===== config.mk =====
export PLATFORM = sky130hd
export DESIGN_NAME = seven_segment_mux_driver_core
export DESIGN_NICKNAME = d
export VERILOG_FILES = /design/src/sv/ssd_pkg.sv /design/src/sv/ssd_front.sv /design/src/sv/ssd_res_fifo.sv /design/src/sv/ssd_back.sv /design/src/sv/seven_segment_mux_driver_core.sv
export SDC_FILE = /design/constraint.sdc
export NUM_CORES = 1
export LEC_CHECK = 0
export BUFFER_PORTS_ARGS = -buffer_cell sky130_fd_sc_hd__buf_2
export CAP_MARGIN = 20
export CORE_MARGIN = 5
export CORE_UTILIZATION = 45
export DETAILED_ROUTE_END_ITERATION = 7
export SYNTH_ARGS = -nofsm -noshare
export SYNTH_HDL_FRONTEND = slang
export SYNTH_SLANG_ARGS = --single-unit

===== constraint.sdc =====
create_clock -name clk -period 10.48 [get_ports clk]
set_input_delay 2.096 -clock clk [delete_from_list [all_inputs] [get_ports clk]]
set_output_delay 2.096 -clock clk [all_outputs]
set_load 0.02 [all_outputs]

===== src/sv/ssd_pkg.sv =====
// ----------------------------------------------------------------------------
// Seven-segment display driver package
// Request and result codes, the queue word types and the segment table.
// ----------------------------------------------------------------------------
package ssd_pkg;

	// Request codes on req_type.
	localparam logic [2:0] REQ_TICK  = 3'd0;
	localparam logic [2:0] REQ_RAW   = 3'd1;
	localparam logic [2:0] REQ_DIGIT = 3'd2;
	localparam logic [2:0] REQ_SHOW  = 3'd3;
	localparam logic [2:0] REQ_CLEAR = 3'd4;
	localparam logic [2:0] REQ_READ  = 3'd5;

	// Operation codes passed from the front to the back.
	localparam logic [2:0] OP_TICK  = 3'd0;
	localparam logic [2:0] OP_WRITE = 3'd1;
	localparam logic [2:0] OP_SHOW  = 3'd2;
	localparam logic [2:0] OP_CLEAR = 3'd3;
	localparam logic [2:0] OP_READ  = 3'd4;

	// Result kinds on out_kind.
	localparam logic [1:0] KIND_BIT   = 2'd0;
	localparam logic [1:0] KIND_LATCH = 2'd1;
	localparam logic [1:0] KIND_READ  = 2'd2;

	// Reciprocal of ten, scaled by 2^19, exact for all 16-bit values.
	localparam logic [15:0] RECIP_TEN = 16'd52429;

	typedef struct packed {
		logic [2:0]  op;
		logic [1:0]  pos;
		logic        pos_ok;
		logic [7:0]  data;
		logic [15:0] number;
		logic        lead;
	} cmd_t;

	typedef struct packed {
		logic [1:0] kind;
		logic       bit_val;
		logic [3:0] mask;
		logic [7:0] rd;
		logic       last;
	} res_t;

	function automatic logic [7:0] seg_of(input logic [3:0] d);
		logic [7:0] s;
		case (d)
			4'd0: s = 8'b0011_1111;
			4'd1: s = 8'b0000_0110;
			4'd2: s = 8'b0101_1011;
			4'd3: s = 8'b0100_1111;
			4'd4: s = 8'b0110_0110;
			4'd5: s = 8'b0110_1101;
			4'd6: s = 8'b0111_1101;
			4'd7: s = 8'b0010_0111;
			4'd8: s = 8'b0111_1111;
			4'd9: s = 8'b0110_1111;
			default: s = 8'h00;
		endcase
		return s;
	endfunction

endpackage


===== src/sv/ssd_front.sv =====
// ----------------------------------------------------------------------------
// Seven-segment driver front end
// Accepts requests, turns them into operations and holds them in a two-entry
// queue for the back end.
// ----------------------------------------------------------------------------
module ssd_front #(
	parameter int DIGIT_COUNT = 4
) (
	input  logic          clk,
	input  logic          arst_n,
	input  logic          push,
	output logic          full,
	input  logic [2:0]    req_type,
	input  logic [1:0]    position,
	input  logic [7:0]    raw_value,
	input  logic [3:0]    digit_value,
	input  logic [15:0]   number,
	input  logic          show_leading_zeros,
	output logic          cmd_valid,
	input  logic          cmd_ready,
	output ssd_pkg::cmd_t cmd
);
	import ssd_pkg::*;

	cmd_t       buf_q [2];
	logic       wr_ptr_q;
	logic       rd_ptr_q;
	logic [1:0] cnt_q;
	cmd_t       cls;
	logic       keep;
	logic       enq;
	logic       deq;

	always_comb begin
		cls.pos    = position;
		cls.pos_ok = (32'(position) < DIGIT_COUNT);
		cls.data   = raw_value;
		cls.number = number;
		cls.lead   = show_leading_zeros;
		cls.op     = OP_TICK;
		keep       = 1'b1;
		case (req_type)
			REQ_TICK: cls.op = OP_TICK;
			REQ_RAW: begin
				cls.op = OP_WRITE;
				keep   = cls.pos_ok;
			end
			REQ_DIGIT: begin
				cls.op   = OP_WRITE;
				cls.data = seg_of(digit_value);
				keep     = cls.pos_ok;
			end
			REQ_SHOW:  cls.op = OP_SHOW;
			REQ_CLEAR: cls.op = OP_CLEAR;
			REQ_READ:  cls.op = OP_READ;
			default:   keep = 1'b0;
		endcase
	end

	assign full      = (cnt_q == 2'd2);
	assign cmd_valid = (cnt_q != 2'd0);
	assign cmd       = buf_q[rd_ptr_q];
	assign enq       = push && !full && keep;
	assign deq       = cmd_valid && cmd_ready;

	always_ff @(posedge clk) begin
		if (enq) begin
			buf_q[wr_ptr_q] <= cls;
		end
	end

	always_ff @(posedge clk or negedge arst_n) begin
		if (!arst_n) begin
			wr_ptr_q <= 1'b0;
			rd_ptr_q <= 1'b0;
			cnt_q    <= 2'd0;
		end else begin
			if (enq) begin
				wr_ptr_q <= !wr_ptr_q;
			end
			if (deq) begin
				rd_ptr_q <= !rd_ptr_q;
			end
			cnt_q <= cnt_q + {1'b0, enq} - {1'b0, deq};
		end
	end

endmodule


===== src/sv/ssd_res_fifo.sv =====
// ----------------------------------------------------------------------------
// Seven-segment driver result queue
// Two-entry queue of result words between the back end and the output port.
// ----------------------------------------------------------------------------
module ssd_res_fifo (
	input  logic          clk,
	input  logic          arst_n,
	input  logic          wr_en,
	input  ssd_pkg::res_t wr_data,
	output logic          full,
	input  logic          rd_en,
	output ssd_pkg::res_t rd_data,
	output logic          empty
);
	import ssd_pkg::*;

	res_t       buf_q [2];
	logic       wr_ptr_q;
	logic       rd_ptr_q;
	logic [1:0] cnt_q;
	logic       enq;
	logic       deq;

	assign full    = (cnt_q == 2'd2);
	assign empty   = (cnt_q == 2'd0);
	assign rd_data = buf_q[rd_ptr_q];
	assign enq     = wr_en && !full;
	assign deq     = rd_en && !empty;

	always_ff @(posedge clk) begin
		if (enq) begin
			buf_q[wr_ptr_q] <= wr_data;
		end
	end

	always_ff @(posedge clk or negedge arst_n) begin
		if (!arst_n) begin
			wr_ptr_q <= 1'b0;
			rd_ptr_q <= 1'b0;
			cnt_q    <= 2'd0;
		end else begin
			if (enq) begin
				wr_ptr_q <= !wr_ptr_q;
			end
			if (deq) begin
				rd_ptr_q <= !rd_ptr_q;
			end
			cnt_q <= cnt_q + {1'b0, enq} - {1'b0, deq};
		end
	end

endmodule


===== src/sv/ssd_back.sv =====
// ----------------------------------------------------------------------------
// Seven-segment driver back end
// Holds the segment store and scan index, carries out one operation at a
// time and writes the result words into the result queue.
// ----------------------------------------------------------------------------
module ssd_back #(
	parameter int DIGIT_COUNT = 4
) (
	input  logic          clk,
	input  logic          arst_n,
	input  logic          enable,
	input  logic          cmd_valid,
	output logic          cmd_ready,
	input  ssd_pkg::cmd_t cmd,
	output logic          res_valid,
	input  logic          res_full,
	output ssd_pkg::res_t res
);
	import ssd_pkg::*;

	localparam int IW = (DIGIT_COUNT > 1) ? $clog2(DIGIT_COUNT) : 1;
	localparam int WW = IW + 3;

	localparam logic [2:0] ST_IDLE  = 3'd0;
	localparam logic [2:0] ST_SHOW  = 3'd1;
	localparam logic [2:0] ST_BITS  = 3'd2;
	localparam logic [2:0] ST_LATCH = 3'd3;
	localparam logic [2:0] ST_REPLY = 3'd4;

	logic [7:0]             mem [DIGIT_COUNT];
	logic [DIGIT_COUNT-1:0] valid_q;
	logic [2:0]             state_q;
	logic [2:0]             state_d;
	logic [IW-1:0]          scan_q;
	logic [IW-1:0]          k_q;
	logic [3:0]             mask_q;
	logic [2:0]             cnt_q;
	logic [15:0]            num_q;
	logic                   lead_q;
	logic                   pos_ok_q;
	logic [7:0]             mem_rd_q;
	logic                   rd_vld_q;

	logic                   take;
	logic [IW-1:0]          pos_idx;
	logic [IW-1:0]          scan_nxt;
	logic [WW-1:0]          scan_wide;
	logic [3:0]             mask_nxt;
	logic                   wr_en;
	logic [IW-1:0]          wr_addr;
	logic [7:0]             wr_data;
	logic                   rd_en;
	logic [IW-1:0]          rd_addr;
	logic                   clear_all;
	logic [7:0]             eff;
	logic [31:0]            prod;
	logic [15:0]            quo;
	logic [15:0]            rem;
	logic                   blank;

	assign pos_idx   = IW'((IW + 2)'(cmd.pos));
	assign scan_nxt  = (scan_q == IW'(DIGIT_COUNT - 1)) ? '0 : scan_q + 1'b1;
	assign scan_wide = WW'(scan_nxt);
	// Digits beyond the fourth have no enable line, so their mask is zero.
	assign mask_nxt  = (scan_wide < WW'(4)) ? (4'd1 << scan_wide[1:0]) : 4'd0;
	assign eff       = (rd_vld_q && pos_ok_q) ? mem_rd_q : 8'h00;

	// One decimal digit per cycle: quotient by reciprocal multiply.
	assign prod  = num_q * RECIP_TEN;
	assign quo   = 16'(prod[31:19]);
	assign rem   = num_q - ((quo << 3) + (quo << 1));
	assign blank = !lead_q && (num_q == 16'd0) && (k_q != '0);

	assign cmd_ready = (state_q == ST_IDLE);
	assign take      = cmd_valid && cmd_ready;

	always_comb begin
		state_d   = state_q;
		wr_en     = 1'b0;
		wr_addr   = pos_idx;
		wr_data   = cmd.data;
		rd_en     = 1'b0;
		rd_addr   = pos_idx;
		clear_all = 1'b0;
		res_valid = 1'b0;
		res       = '0;
		case (state_q)
			ST_IDLE: begin
				if (take) begin
					case (cmd.op)
						OP_WRITE: wr_en = cmd.pos_ok;
						OP_CLEAR: clear_all = 1'b1;
						OP_SHOW:  state_d = ST_SHOW;
						OP_READ: begin
							rd_en   = 1'b1;
							state_d = ST_REPLY;
						end
						OP_TICK: begin
							if (enable) begin
								rd_en   = 1'b1;
								rd_addr = scan_nxt;
								state_d = ST_BITS;
							end else begin
								state_d = ST_LATCH;
							end
						end
						default: state_d = ST_IDLE;
					endcase
				end
			end
			ST_SHOW: begin
				wr_en   = 1'b1;
				wr_addr = IW'(DIGIT_COUNT - 1) - k_q;
				wr_data = blank ? 8'h00 : seg_of(rem[3:0]);
				if (k_q == IW'(DIGIT_COUNT - 1)) begin
					state_d = ST_IDLE;
				end
			end
			ST_BITS: begin
				res_valid   = 1'b1;
				res.kind    = KIND_BIT;
				res.bit_val = eff[3'd7 - cnt_q];
				if (!res_full && cnt_q == 3'd7) begin
					state_d = ST_LATCH;
				end
			end
			ST_LATCH: begin
				res_valid = 1'b1;
				res.kind  = KIND_LATCH;
				res.mask  = mask_q;
				res.last  = 1'b1;
				if (!res_full) begin
					state_d = ST_IDLE;
				end
			end
			ST_REPLY: begin
				res_valid = 1'b1;
				res.kind  = KIND_READ;
				res.rd    = eff;
				res.last  = 1'b1;
				if (!res_full) begin
					state_d = ST_IDLE;
				end
			end
			default: state_d = ST_IDLE;
		endcase
	end

	always_ff @(posedge clk) begin
		if (wr_en) begin
			mem[wr_addr] <= wr_data;
		end
		if (rd_en) begin
			mem_rd_q <= mem[rd_addr];
		end
	end

	// An entry that was never written since reset or clear reads as blank.
	always_ff @(posedge clk or negedge arst_n) begin
		if (!arst_n) begin
			valid_q  <= '0;
			rd_vld_q <= 1'b0;
		end else begin
			if (clear_all) begin
				valid_q <= '0;
			end else if (wr_en) begin
				valid_q[wr_addr] <= 1'b1;
			end
			if (rd_en) begin
				rd_vld_q <= valid_q[rd_addr];
			end
		end
	end

	always_ff @(posedge clk or negedge arst_n) begin
		if (!arst_n) begin
			state_q  <= ST_IDLE;
			scan_q   <= '0;
			k_q      <= '0;
			mask_q   <= 4'd0;
			cnt_q    <= 3'd0;
			pos_ok_q <= 1'b0;
			num_q    <= 16'd0;
			lead_q   <= 1'b0;
		end else begin
			state_q <= state_d;
			case (state_q)
				ST_IDLE: begin
					k_q      <= '0;
					cnt_q    <= 3'd0;
					num_q    <= cmd.number;
					lead_q   <= cmd.lead;
					pos_ok_q <= cmd.pos_ok;
					if (take && cmd.op == OP_TICK) begin
						scan_q   <= scan_nxt;
						mask_q   <= enable ? mask_nxt : 4'd0;
						pos_ok_q <= 1'b1;
					end
				end
				ST_SHOW: begin
					k_q   <= k_q + 1'b1;
					num_q <= quo;
				end
				ST_BITS: begin
					if (!res_full) begin
						cnt_q <= cnt_q + 3'd1;
					end
				end
				default: cnt_q <= cnt_q;
			endcase
		end
	end

endmodule


===== src/sv/seven_segment_mux_driver_core.sv =====
// ----------------------------------------------------------------------------
// Multiplexed seven-segment display driver
// Keeps one segment byte per digit, scans the digits on refresh ticks and
// shifts each digit's byte out serially while enabled, then a latch word.
// ----------------------------------------------------------------------------
// A request passes through the front queue to the back end; writes and
// clear finish in the cycle the back end takes them. An enabled tick gives
// its nine words, eight segment bits and a latch word, one per cycle unless
// the result queue is full; a disabled tick gives only the latch word. The
// back end works on one request at a time; that sets the rate. Reset: all
// digits blank, scan index zero, display enabled, queues empty.
module seven_segment_mux_driver_core #(
	parameter int DIGIT_COUNT = 4
) (
	input  logic        clk,
	input  logic        arst_n,
	input  logic        push,
	output logic        full,
	input  logic [2:0]  req_type,
	input  logic [1:0]  position,
	input  logic [7:0]  raw_value,
	input  logic [3:0]  digit_value,
	input  logic [15:0] number,
	input  logic        show_leading_zeros,
	output logic        empty,
	input  logic        pop,
	output logic [1:0]  out_kind,
	output logic        serial_bit,
	output logic [3:0]  digit_mask,
	output logic [7:0]  read_value,
	output logic        last,
	input  logic        cfg_valid,
	output logic        cfg_ready,
	input  logic        cfg_data
);
	import ssd_pkg::*;

	logic enable_q;
	logic cmd_valid;
	logic cmd_ready;
	cmd_t cmd;
	logic res_valid;
	logic res_full;
	res_t res_in;
	res_t res_out;

	assign cfg_ready = 1'b1;

	always_ff @(posedge clk or negedge arst_n) begin
		if (!arst_n) begin
			enable_q <= 1'b1;
		end else if (cfg_valid && cfg_ready) begin
			enable_q <= cfg_data;
		end
	end

	ssd_front #(
		.DIGIT_COUNT(DIGIT_COUNT)
	) u_front (
		.clk               (clk),
		.arst_n            (arst_n),
		.push              (push),
		.full              (full),
		.req_type          (req_type),
		.position          (position),
		.raw_value         (raw_value),
		.digit_value       (digit_value),
		.number            (number),
		.show_leading_zeros(show_leading_zeros),
		.cmd_valid         (cmd_valid),
		.cmd_ready         (cmd_ready),
		.cmd               (cmd)
	);

	ssd_back #(
		.DIGIT_COUNT(DIGIT_COUNT)
	) u_back (
		.clk      (clk),
		.arst_n   (arst_n),
		.enable   (enable_q),
		.cmd_valid(cmd_valid),
		.cmd_ready(cmd_ready),
		.cmd      (cmd),
		.res_valid(res_valid),
		.res_full (res_full),
		.res      (res_in)
	);

	ssd_res_fifo u_res_fifo (
		.clk    (clk),
		.arst_n (arst_n),
		.wr_en  (res_valid),
		.wr_data(res_in),
		.full   (res_full),
		.rd_en  (pop),
		.rd_data(res_out),
		.empty  (empty)
	);

	assign out_kind   = res_out.kind;
	assign serial_bit = res_out.bit_val;
	assign digit_mask = res_out.mask;
	assign read_value = res_out.rd;
	assign last       = res_out.last;

endmodule

[Word-level counts from Yosys, hierarchy flattened]
Memory sizes are Yosys's and may differ from the RTL's. A register that Yosys moved wholly into a read port is not among the register bits.
Cells that the tools add are included.
Word-level totals
  flip-flop bits (word level): 46
  output and inout port bits: 19
  memories: 5
  bits in read-only memories: 224
  logic and storage cells: 158
  bits of input ports: 40
  bits in writable memories: 124
Memories
  (no name shown): words 16, width 7, read ports 1, clocked after Yosys merged registers in 0, write ports 0, line ssd_pkg.sv:49  | case (d)
  (no name shown): words 16, width 7, read ports 1, clocked after Yosys merged registers in 0, write ports 0, line ssd_pkg.sv:49
  u_front.buf_q: words 2, width 30, read ports 1, clocked after Yosys merged registers in 0, write ports 1, line ssd_front.sv:25  | cmd_t buf_q [2];
  u_back.mem: words 4, width 8, read ports 1, clocked after Yosys merged registers in 1, write ports 1, line ssd_back.sv:30  | logic [7:0] mem [DIGIT_COUNT];
  u_res_fifo.buf_q: words 2, width 16, read ports 1, clocked after Yosys merged registers in 0, write ports 1, line ssd_res_fifo.sv:17  | res_t buf_q [2];
Cells by class
  $add $sub $neg: 11
  shifts and indexed selects: 1
  reduce and logical (&&, ||, !) cells: 37
  multipliers: 1
  magnitude comparators: 5
  bitwise operators: 1
  equal/unequal tests: 24
  muxes and demuxes: 56
Operators with widths (number)
  two-way mux 8 bit: 5
  one-hot mux 3 bit (4 select lines): 3
  multiplier 16 x 16 -> 32 bit (second input constant): 1
  one-hot mux 16 bit (2 select lines): 1
  two-way mux 1 bit: 23
  two-way mux 4 bit: 5
  == test 3 x 2 -> 1 bit (second input constant): 6
  logical NOT 16 bit: 1
  == test 3 bit (second input constant): 5
  two-way mux 3 bit: 5
  two-way mux 2 bit: 6
  logical AND 1 bit: 11
  nonzero test 2 bit: 5
  == test 3 x 1 -> 1 bit (second input constant): 3
  logical NOT 3 bit: 3
  < comparator 2 x 3 -> 1 bit (second input constant): 3
  == test 2 bit (second input constant): 4
  logical NOT 1 bit: 8
  != test 2 bit (second input constant): 4
  one-hot mux 2 bit (2 select lines): 2
  one-hot mux 3 bit (2 select lines): 1
  OR reduction 2 bit: 3
  OR reduction 6 bit: 1
  AND reduction 5 bit: 1
  20 further kinds: 26

[Depth between registers and ports, before layout]
Gate-level depths: netlist (run 1).
  word-level depth: 9
  gate-level depth with buffers: 25
  depth with buffers taken out: 25

[Cells and area by module]
A second synthesis (run 1) with hierarchy kept.
Unflattened totals
  cell total of the unflattened synthesis: 1049
  area, all modules: 12587.1 sq um
By module, submodules not included
  ssd_back: sequential area each 2127.0 sq um, instances 1, area each 8415.6 sq um, cells each 810
  ssd_front: sequential area each 1901.8 sq um, instances 1, area each 2712.6 sq um, cells each 167
  ssd_res_fifo: sequential area each 1061.0 sq um, instances 1, area each 1406.3 sq um, cells each 68
  seven_segment_mux_driver_core: sequential area each 26.3 sq um, instances 1, area each 52.6 sq um, cells each 4

[Least setup slack after synthesis (run 1)]
No wires, ideal clock.
  path kind: register -> register
  from: register u_back.num_q[3]
  to: memory u_back.mem[0][3] (data pin)
  required time: 10305 ps
  arrival time: 6327 ps
  buffers on the path: 0
  library setup time: 175 ps
  cell stages (with the launch flop): 26
  clock period less this slack: 6502 ps
  path slack: 3978 ps
  cell sequence: dfrtp_1 > inv_1 > ha_1 > inv_1 > fa_1 > inv_1 > fa_1 > fa_1 > fa_1 > inv_1 > fa_1 > inv_1 > ha_1 > nand4_1 > a2111oi_4 > a211oi_2 > a21boi_1 > nor2_1 > xnor2_1 > ha_1 > nand2_1 > nand3b_1 > xnor2_1 > xnor2_2 > mux2_4 > o21ai_1
Between the ends
  longest elaborated chain between the ends: 6
  elaborated cells on any way between the ends: 9
  classes of those cells: 2 x add/sub; 1 x mul; 2 x mux; 3 x reduce/logical; 1 x memory
Ends and longest elaborated chain
  start: declaration: line ssd_back.sv:38  | logic [15:0] num_q;
  start signal: assignment: line ssd_back.sv:191  | num_q <= cmd.number;
  start signal: assignment: line ssd_back.sv:202  | num_q <= quo;
  multiplier 16 x 16 -> 32 bit: line ssd_back.sv:69  | assign prod = num_q * RECIP_TEN;
  adder 4 bit: line ssd_back.sv:71  | assign rem = num_q - ((quo << 3) + (quo << 1));
  subtractor 4 bit: line ssd_back.sv:71
  memory read (16 x 7 bit)
  two-way mux 8 bit *: line ssd_back.sv:114  | wr_data = blank ? 8'h00 : seg_of(rem[3:0]);
  two-way mux 8 bit *: line ssd_back.sv:87  | case (state_q)
  via u_back.wr_data[3]: line ssd_back.sv:51  | logic [7:0] wr_data;
  end: declaration: line ssd_back.sv:30
Mark *: on every way through the listed nets, which the timed path passes. The rest lies on a longest branch.

[Worst setup path in the final report (run 1)]
  from: register u_back.num_q[3]
  to: memory u_back.mem[3][6] (data pin)
The elaborated chain is that of the path after synthesis.

==> results by group, run 1 <==
Timing
  • Final setup fails: 0
  • Worst slew pin tran: 0.9649 ns
  • RSZ-0062 raised after global routing: no
  • Fin Hold WS: 0.4820 ns
  • Final min period: 7.229 ns
  • Skew final: between 0.02 and 0.03 ns
  • Crit share post-route: 68.98%
  • Slew HR: 35.64%
  • Achievable frequency: 138.3 MHz
  • Setup TNS: 0 ns
  • Max-slew violations: 0
  • Hold Vio Cnt, Final: 0

Final layout
  • Final Net Count: 1386
  • Layout cells sized above 1: 14.09%
  • Final Util: about half
  • Area grow syn2layout: 10.38%
  • Post-route insts no fill: 1486
  • Antenna cells: 0

Global route
  • Gr ovfl total: 0
  • All-Layer GR Usage: ~17%
  • GRT met3 Usage: 2.248%
  • Initial antenna violation count: 0
  • Met2 Use GR: 26.37%
  • Largest net degree at the start of global routing: 47
  • Vias in the first global route: between 7k and 8k
  • First-pass GRT wire length: 41.79 mm
  • Grt met1 use: 25.64%
  • GRT busiest layer: met2

Clock tree
  • Latest clock arrival within the worst-skew pair: about 0.45 ns
  • CTS Hold Bufs: 0
  • TritonCTS buffer count: 17
  • Postcts setup bufs: 0
  • Clk sink count: around 180
  • Clk slew on worst S/H paths: 0.07 ns
  • H-tree levels: 4
  • Root Driver: clkbuf_16
  • Post-cts repair resize count: 0
  • Clock Tree Buf Depth: 2
  • CTS tree: yes

Detailed routing
  • Vias per inst: 5.007
  • Drt wl/cell: 16.90 microns
  • Drt drc: 0
  • Pre-Repair DR Iteration Count: 5
  • Antenna Nets Post-Route: 0
  • Starting DRT DRC Count: around 340
  • Detailed Route WL: 25.12 mm
  • Vias: 7440

Floorplanning
  • Core area: 27100 sq um
  • Die area: 31050 sq um
  • # IOs: 59
  • Initial core utilization: 45.88%
  • Die Ht: 176.2 microns
  • Num rows: 60
  • Die width: 176.2 microns

Synth
  • Post-Syn Area per Cell: 11.94 sq um
  • Count of flip-flops with a built-in enable after synthesis: between 100 and 150
  • Yosys top cell by area: edfxtp_1
  • Synth top cells by count: 207 x inv_1, 165 x ha_1, 132 x edfxtp_1
  • Top cells by area, synth: edfxtp_1 32%, ha_1 17%, fa_1 13%
  • Synthesized Nets: 1326
  • Post-synthesis sequential area ratio: 41.15%
  • #FFs+latches synth: about 180
  • Unique masters post-synth: 63
  • Post-Syn Area: between 10000 and 15000 sq um
  • Dominant cell by count in the synthesized netlist: inv_1
  • Main synth FF type: edfxtp_1
  • Top-area cell type share of the netlist area: 31.88%
  • Cell count after synthesis: roughly 1.0k
  • Post-synth ARST share: 25.84%
  • Warnings from Yosys: 0

Setup path
  • Max incr delay on CP: 0.54 ns
  • Worst path top cell family by delay: adder cells
  • Critical path endpoint category: flip-flop
  • Crit path buf inv count: 5
  • CP max stage cell: fa_1
  • Worst path required time: ~11 ns
  • Worst Path Arrival: 7.43 ns
  • Worst R2R Setup Slack: 3.25 ns
  • CP max FO: 8
  • Critical path startpoint category: flip-flop
  • Critical setup path kind: reg2reg

Placed design
  • Gpl congestion: 0.9116
  • Detailed placer's ending HPWL: 20.15 mm
  • Port Buffer Count: 57
  • Placed Instances: 1454

Worst hold path
  • Hold Crit Class: reg2reg

Job
  • Max Cap Violations: 0

Status
  • Status: completed
==> worst reg2reg max path: stages, from the launching register on <==
cell       delay (ns)
dfrtp_1          0.52
inv_1            0.11
ha_1             0.38
inv_1            0.08
fa_1             0.51
inv_1            0.05
fa_1             0.50
fa_1             0.52
fa_1             0.54
inv_1            0.05
fa_1             0.53
inv_1            0.04
ha_1             0.29
nand4_1          0.16
a2111oi_4        0.31
a211oi_2         0.17
a21boi_1         0.29
nor2_1           0.10
xnor2_1          0.20
ha_1             0.29
nand2_1          0.07
nand3b_1         0.09
xnor2_1          0.16
xnor2_2          0.44
nand3b_1         0.22
o221ai_1         0.37
==> worst paths after layout <==
kind                                       from               end  cells after the start
worst min register to register  u_back.pos_ok_q   u_back.pos_ok_q                      1
worst max-delay path            u_back.num_q[3]  u_back.mem[3][6]                     25
min in group asynchronous                arst_n  u_back.num_q[14]                      2
worst max register to register  u_back.num_q[3]  u_back.mem[3][6]                     25
max in group asynchronous                arst_n  u_front.rd_ptr_q                      2
worst min-delay path            u_back.pos_ok_q   u_back.pos_ok_q                      1
==> routing by layer <==
layer	part of all wire, %	vias up	routed length, microns
met1	50	3635	12560
met3	3.3	29	836
met4	1.8	0	442
met2	45	129	11280
met5	0	-	0
li1	-	3647	-
==> cell usage in the layout, fill, tap and decap left out, types with 26 or more instances in the layout <==
| cell | synthesis | final |
|---|---|---|
| ha_1 | 165 | 165 |
| buf_2 | 0 | 57 |
| mux2i_1 | 26 | 26 |
| inv_1 | 207 | 207 |
| dfrtp_1 | 45 | 44 |
| edfxtp_1 | 132 | 132 |
| a21oi_1 | 33 | 33 |
| o21ai_0 | 32 | 32 |
| nor2_1 | 53 | 52 |
| nand2_1 | 36 | 36 |
| mux2_2 | 26 | 26 |
| fa_1 | 80 | 80 |
==> cell type report <==
| type | instances | area, sq um |
|---|---|---|
| Tap cell | 372 | 465.4 |
| Timing Repair Buffer | 65 | 345.3 |
| Sequential cell | 178 | 5117 |
| Clock inverter | 14 | 140.1 |
| Multi-Input combinational cell | 632 | 6449 |
| Inverter | 207 | 777.0 |
| Fill cell | 2451 | 13380 |
| Clock buffer | 18 | 429.2 |
==> through the flow <==
stage          setup slack [ns]  instance area [sq um]
2_1_floorplan             3.978                  12430
3_3_place_gp              3.449                  13150
3_5_place_dp              3.276                  13150
4_1_cts                   3.243                  13720
5_1_grt                   2.807                  13720
6_report                  3.251                  13720
==> state kept, by name (all words and copies together) (netlist names), 2 cells and up <==
signal and count:
u_front.cnt_q 2, u_res_fifo.buf_q 32, u_back.mask_q 4, u_back.valid_q 4
u_res_fifo.cnt_q 2, u_back.num_q 16, u_back.mem_rd_q 8, u_back.scan_q 2
u_back.state_q 3, u_back.mem 32, u_back.k_q 2, u_back.cnt_q 3
u_front.buf_q 60
==> kinds of logic (layout without fill, tap and decap cells) <==
| group | after synthesis | count (layout) | share of synthesized area, % |
|---|---|---|---|
| simple gates | 165 | 165 | 6.521 |
| fa+ha+maj | 245 | 245 | 29.49 |
| xor+xnor | 29 | 29 | 2.164 |
| flops | 178 | 178 | 41.15 |
| compound gates | 127 | 127 | 6.903 |
| mux | 65 | 65 | 6.742 |
| buf+inv | 231 | 304 | 7.004 |
| other cells | 1 | 1 | 0.03016 |
Power of run 1 is not shown: default switching activity piles up to over one toggle a cycle in this logic, so the estimate is an artifact.
==> run 2: changes to the inputs <==
Clock period 10.48 ns to 7.3 ns, I/O delays scaled along.
==> results by group, run 2 (same netlist as run 1, synthesis figures left out) <==
Timing
  • Hold Vio Cnt, Final: 0
  • Final setup margin: between 0.4 and 0.5 ns
  • Worst slew pin tran: roughly 0.95 ns
  • Achievable frequency: 145.2 MHz
  • Max-slew violations: 0
  • Final setup fails: 0
  • Slew HR: a little over a third
  • RSZ-0062 raised after global routing: no
  • Skew final: between 0.015 and 0.02 ns
  • Setup TNS: 0 ns
  • Crit share post-route: around 94%
  • Final min period: 6.888 ns

Final layout
  • Final Util: 51.22%
  • Layout cells sized above 1: roughly 16%
  • Max reg flops: 60
  • Final Net Count: 1397
  • Most common cell after layout, fill and taps aside: inv_1
  • Biggest regs: u_front.buf_q x60, u_back.mem x32, u_res_fifo.buf_q x32
  • Reg with most FFs: u_front.buf_q
  • Most frequent cells in the layout: 207 x inv_1, 165 x ha_1, 132 x edfxtp_1
  • Area grow syn2layout: 11.64%
  • Antenna cells: 0

Detailed routing
  • Antenna Nets Post-Route: 0
  • Drt drc: 0
  • Pre-Repair DR Iteration Count: 4
  • Vias per inst: 4.954
  • Starting DRT DRC Count: 310
  • Vias: 7416
  • Drt wl/cell: roughly 17 microns
  • Detailed Route WL: 25.32 mm

Setup path
  • R2r endpoint: u_back.mem[2][0]
  • Register-to-Register Path Depth: 26
  • Critical path endpoint category: flip-flop
  • CP max FO: 8
  • Critical setup path kind: reg2reg
  • Worst path required time: approximately 7.5 ns
  • Worst R2R Setup Slack: 0.41 ns
  • Critical path startpoint category: flip-flop
  • FF-to-FF Start: u_back.num_q[7]
  • Worst Path Arrival: ~7.1 ns

Worst hold path
  • Hold Path Cell Cnt: 1
  • Worst Hold Launch: u_back.pos_ok_q
  • Hold Crit Class: reg2reg
  • WHS Endpoint: u_back.pos_ok_q

Clock tree
  • Root Driver: clkbuf_16
  • Clk slew on worst S/H paths: 0.08 ns
  • Latest clock arrival within the worst-skew pair: 0.43 ns
  • TritonCTS buffer count: 17
  • H-tree levels: 4
  • CTS tree: yes
  • Clock Tree Buf Depth: 2
  • Clk sink count: 178

Placed design
  • Detailed placer's ending HPWL: 20.36 mm
  • Post-Place Setup Slack: 0.05652 ns
  • Port Buffer Count: 57
  • Gpl congestion: 0.9490

Global route
  • Gr ovfl total: 0
  • First-pass GRT wire length: 42.23 mm
  • Initial antenna violation count: 0
  • Largest net degree at the start of global routing: 47
  • Vias in the first global route: 7931
  • All-Layer GR Usage: 17.30%

Status
  • Status: completed

Job
  • Max Cap Violations: 0

Floorplanning
  • Num rows: 60
  • Core area: 27100 sq um
  • Die width: 176.2 microns
  • Initial core utilization: a little under half
  • Die Ht: 176.2 microns
  • # IOs: 59
  • Die area: 31050 sq um
[run 2: metrics by stage]
| step | hold slack [ns] | cell area [sq um] | std cells |
|---|---|---|---|
| 2_1_floorplan | 0.4346 | 12430 | 1041 |
| 3_3_place_gp | 0.4537 | 13210 | 1462 |
| 3_5_place_dp | 0.4530 | 13210 | 1462 |
| 4_1_cts | 0.4740 | 13840 | 1495 |
| 5_1_grt | 0.5131 | 13880 | 1497 |
| 6_report | 0.4788 | 13880 | 1497 |
[run 2: layout make-up]
class	instances	area [sq um]
clock buffers	17	425.4
fillers	2423	13220
flip-flops and latches	178	5125
multi-input cells	632	6471
well taps	372	465.4
inverters	207	777.0
clock inverters	15	188.9
repair buffers	76	427.9
[run 2: layer usage]
layer,global-route usage [%],wire [microns],vias up
met3,2.848,876,29
li1,-,-,3666
met1,25.31,12460,3603
met2,27.02,11540,118
met5,0,0,-
met4,4.483,448,0
[run 2: worst max-delay path: stages (launching register included)]
cell      delay, ns
dfrtp_2        0.45
inv_1          0.08
ha_1           0.32
inv_1          0.11
fa_1           0.54
inv_1          0.06
fa_1           0.50
fa_1           0.51
fa_1           0.54
inv_1          0.05
fa_1           0.52
inv_1          0.04
ha_1           0.29
nand4_1        0.17
a211oi_1       0.39
a211oi_4       0.11
a21boi_2       0.19
nor2_1         0.07
xnor2_1        0.22
ha_1           0.29
nand2_1        0.07
nand3b_1       0.11
xnor2_2        0.19
xnor2_2        0.13
buf_4          0.19
mux2_4         0.33
o221ai_2       0.20
[run 2: how the worst max path moves through the flow]
stage / from / end / slack (ns) / depth (start not counted)
floorplan: u_back.num_q[3] / u_back.mem[0][3] / 0.80 / 25
finish: u_back.num_q[7] / u_back.mem[2][0] / 0.41 / 26
global route: u_back.num_q[7] / u_back.mem[2][0] / 0.03 / 25
global placement: u_back.num_q[3] / u_back.mem[3][3] / 0.28 / 25
CTS: u_back.num_q[3] / u_back.mem[3][3] / 0.07 / 26
detailed placement: u_back.num_q[3] / u_back.mem[2][3] / 0.06 / 25
[run 2: timing repair]
item	4_1_cts	5_1_grt
hold buffers	0	0
setup endpoints to repair	3	28
pin swaps	1	3
gates resized for setup	0	10
hold endpoints to repair	0	0
buffers inserted	1	2
cloned	0	0
Power of run 2 is left out for the same reason.
==> run 3: changes to the inputs <==
Settings changed: BUFFER_PORTS_ARGS -buffer_cell sky130_fd_sc_hd__buf_2 to not set, DONT_BUFFER_PORTS set to 1.
==> results by group, run 3 (same netlist as run 1, synthesis figures left out) <==
Final layout
  • Most common cell after layout, fill and taps aside: inv_1
  • Biggest regs: u_front.buf_q x60, u_back.mem x32, u_res_fifo.buf_q x32
  • Layout cells sized above 1: 11.28%
  • Area grow syn2layout: 9.218%
  • Max reg flops: 60
  • Antenna cells: 0
  • Post-layout instance area: 13580 sq um
  • Reg with most FFs: u_front.buf_q
  • Most frequent cells in the layout: 207 x inv_1, 164 x ha_1, 132 x edfxtp_1
  • Final Net Count: 1336

Floorplanning
  • Num rows: 60
  • Die area: between 30000 and 40000 sq um
  • # IOs: 59
  • Initial core utilization: 45.88%
  • Die Ht: 176.2 microns
  • Core area: 27100 sq um
  • Die width: 176.2 microns

Setup path
  • CP max FO: 7
  • FF-to-FF Start: u_back.num_q[7]
  • Worst path required time: 7.43 ns
  • Critical path startpoint category: flip-flop
  • Critical setup path kind: reg2reg
  • Worst R2R Setup Slack: 0.36 ns
  • Critical path endpoint category: flip-flop
  • Critical Path Source: u_back.num_q[7]
  • R2r endpoint: u_back.mem[2][4]
  • Register-to-Register Path Depth: 27
  • Worst Path Arrival: 7.07 ns

Detailed routing
  • Detailed Route WL: about 25 mm
  • Pre-Repair DR Iteration Count: 5
  • Starting DRT DRC Count: roughly 380
  • Drt drc: 0
  • Antenna Nets Post-Route: 0
  • Vias: 7191
  • Drt wl/cell: 17.46 microns
  • Vias per inst: 5.008

Job
  • Max Cap Violations: 0

Worst hold path
  • WHS Endpoint: u_back.pos_ok_q
  • Hold Crit Class: reg2reg
  • Hold Path Cell Cnt: 1
  • Worst Hold Launch: u_back.pos_ok_q

Timing
  • Setup TNS: 0 ns
  • Final min period: 6.938 ns
  • Max-slew violations: 0
  • Final setup fails: 0
  • Skew final: 0.02172 ns
  • Slew HR: between 20 and 30%
  • Hold Vio Cnt, Final: 0
  • Achievable frequency: roughly 140 MHz
  • Crit share post-route: a little over nine tenths
  • Worst slew pin tran: 1.066 ns

Clock tree
  • CTS tree: yes
  • Clock Tree Buf Depth: 2
  • Clk sink count: roughly 180
  • H-tree levels: 4
  • Latest clock arrival within the worst-skew pair: 0.43 ns
  • Root Driver: clkbuf_16
  • Clk slew on worst S/H paths: 0.07 ns
  • TritonCTS buffer count: 17

Placed design
  • Port Buffer Count: 0
  • Placed inst area: about 13000 sq um
  • Gpl congestion: between 0.8 and 0.9
  • Detailed placer's ending HPWL: 20.16 mm

Global route
  • Initial antenna violation count: 0
  • All-Layer GR Usage: 17.04%
  • Gr ovfl total: 0
  • Vias in the first global route: 7599
  • First-pass GRT wire length: 41.41 mm
  • Largest net degree at the start of global routing: 47

Status
  • Status: completed
-- run 3: cell types whose count changed in the layout (fill, tap and decap cells not counted), sizes merged --
| cell | previous run | this run |
|---|---|---|
| buf | 76 | 15 |
| bufinv | 2 | 1 |
| clkinv | 4 | 5 |
| clkinvlp | 1 | 2 |
| inv | 215 | 214 |
-- run 3: metal layers --
metal	share of wire, %	wire length [microns]	up-vias	track usage (%)
met4	1.2	303	0	4.418
met2	45	11400	130	26.56
met1	50	12450	3502	24.89
met5	0	0	-	0
met3	3.7	917	17	2.934
li1	-	-	3542	-
-- run 3: worst max-delay path, cell delays in order (launching register included) --
cell	delay (ns)
dfrtp_2	0.45
inv_1	0.08
ha_1	0.32
inv_1	0.10
fa_1	0.55
inv_1	0.06
fa_1	0.50
fa_1	0.53
fa_1	0.55
inv_1	0.05
fa_1	0.53
inv_1	0.04
ha_1	0.31
nand4_1	0.18
a2111oi_4	0.32
a211oi_2	0.18
a21boi_2	0.20
nor2_1	0.07
xnor2_1	0.20
ha_1	0.29
nand2_1	0.08
nand3b_1	0.13
xnor2_2	0.18
xnor2_2	0.14
buf_4	0.17
buf_4	0.14
a22oi_1	0.18
o22ai_2	0.13
-- run 3: cell type report --
class                      count  area [sq um]
sequential                   178          5125
tap                          372         465.4
fill                        2377         13520
timing repair buffer          15         112.6
clock inverter                15         167.7
multi-input combinational    632          6506
inverter                     207         777.0
clock buffer                  17         425.4
-- run 3: worst max path at each step --
| stage | endpoint | slack (ns) | cells past startpoint |
|---|---|---|---|
| floorplan | u_back.mem[0][3] | 0.80 | 25 |
| global placement | u_back.mem[2][3] | 0.22 | 25 |
| detailed placement | u_back.mem[2][6] | 0.05 | 25 |
| CTS | u_back.mem[1][3] | 0.09 | 26 |
| global route | u_back.mem[2][3] | -0.005 | 24 |
| finish | u_back.mem[2][4] | 0.36 | 27 |
-- run 3: stage by stage --
| stage | hold slack [ns] | instances | util, % | setup slack, ns |
|---|---|---|---|---|
| global placement | 0.4539 | 1399 | 47.54 | 0.2186 |
| CTS | 0.4771 | 1434 | 49.81 | 0.09412 |
| detailed placement | 0.4589 | 1399 | 47.54 | 0.04658 |
| finish | 0.4770 | 1436 | 50.11 | 0.3617 |
| global route | 0.5113 | 1436 | 50.11 | -0.005208 |
| floorplan | 0.4346 | 1041 | - | 0.7981 |
-- run 3: timing repair --
item / 4_1_cts / 5_1_grt
hold buffers: 0 / 0
setup buffers: 3 / 2
endpoints found under the setup margin: 8 / 28
pin swaps: 1 / 1
resized for setup: 0 / 14
Power of run 3 is left out for the same reason.
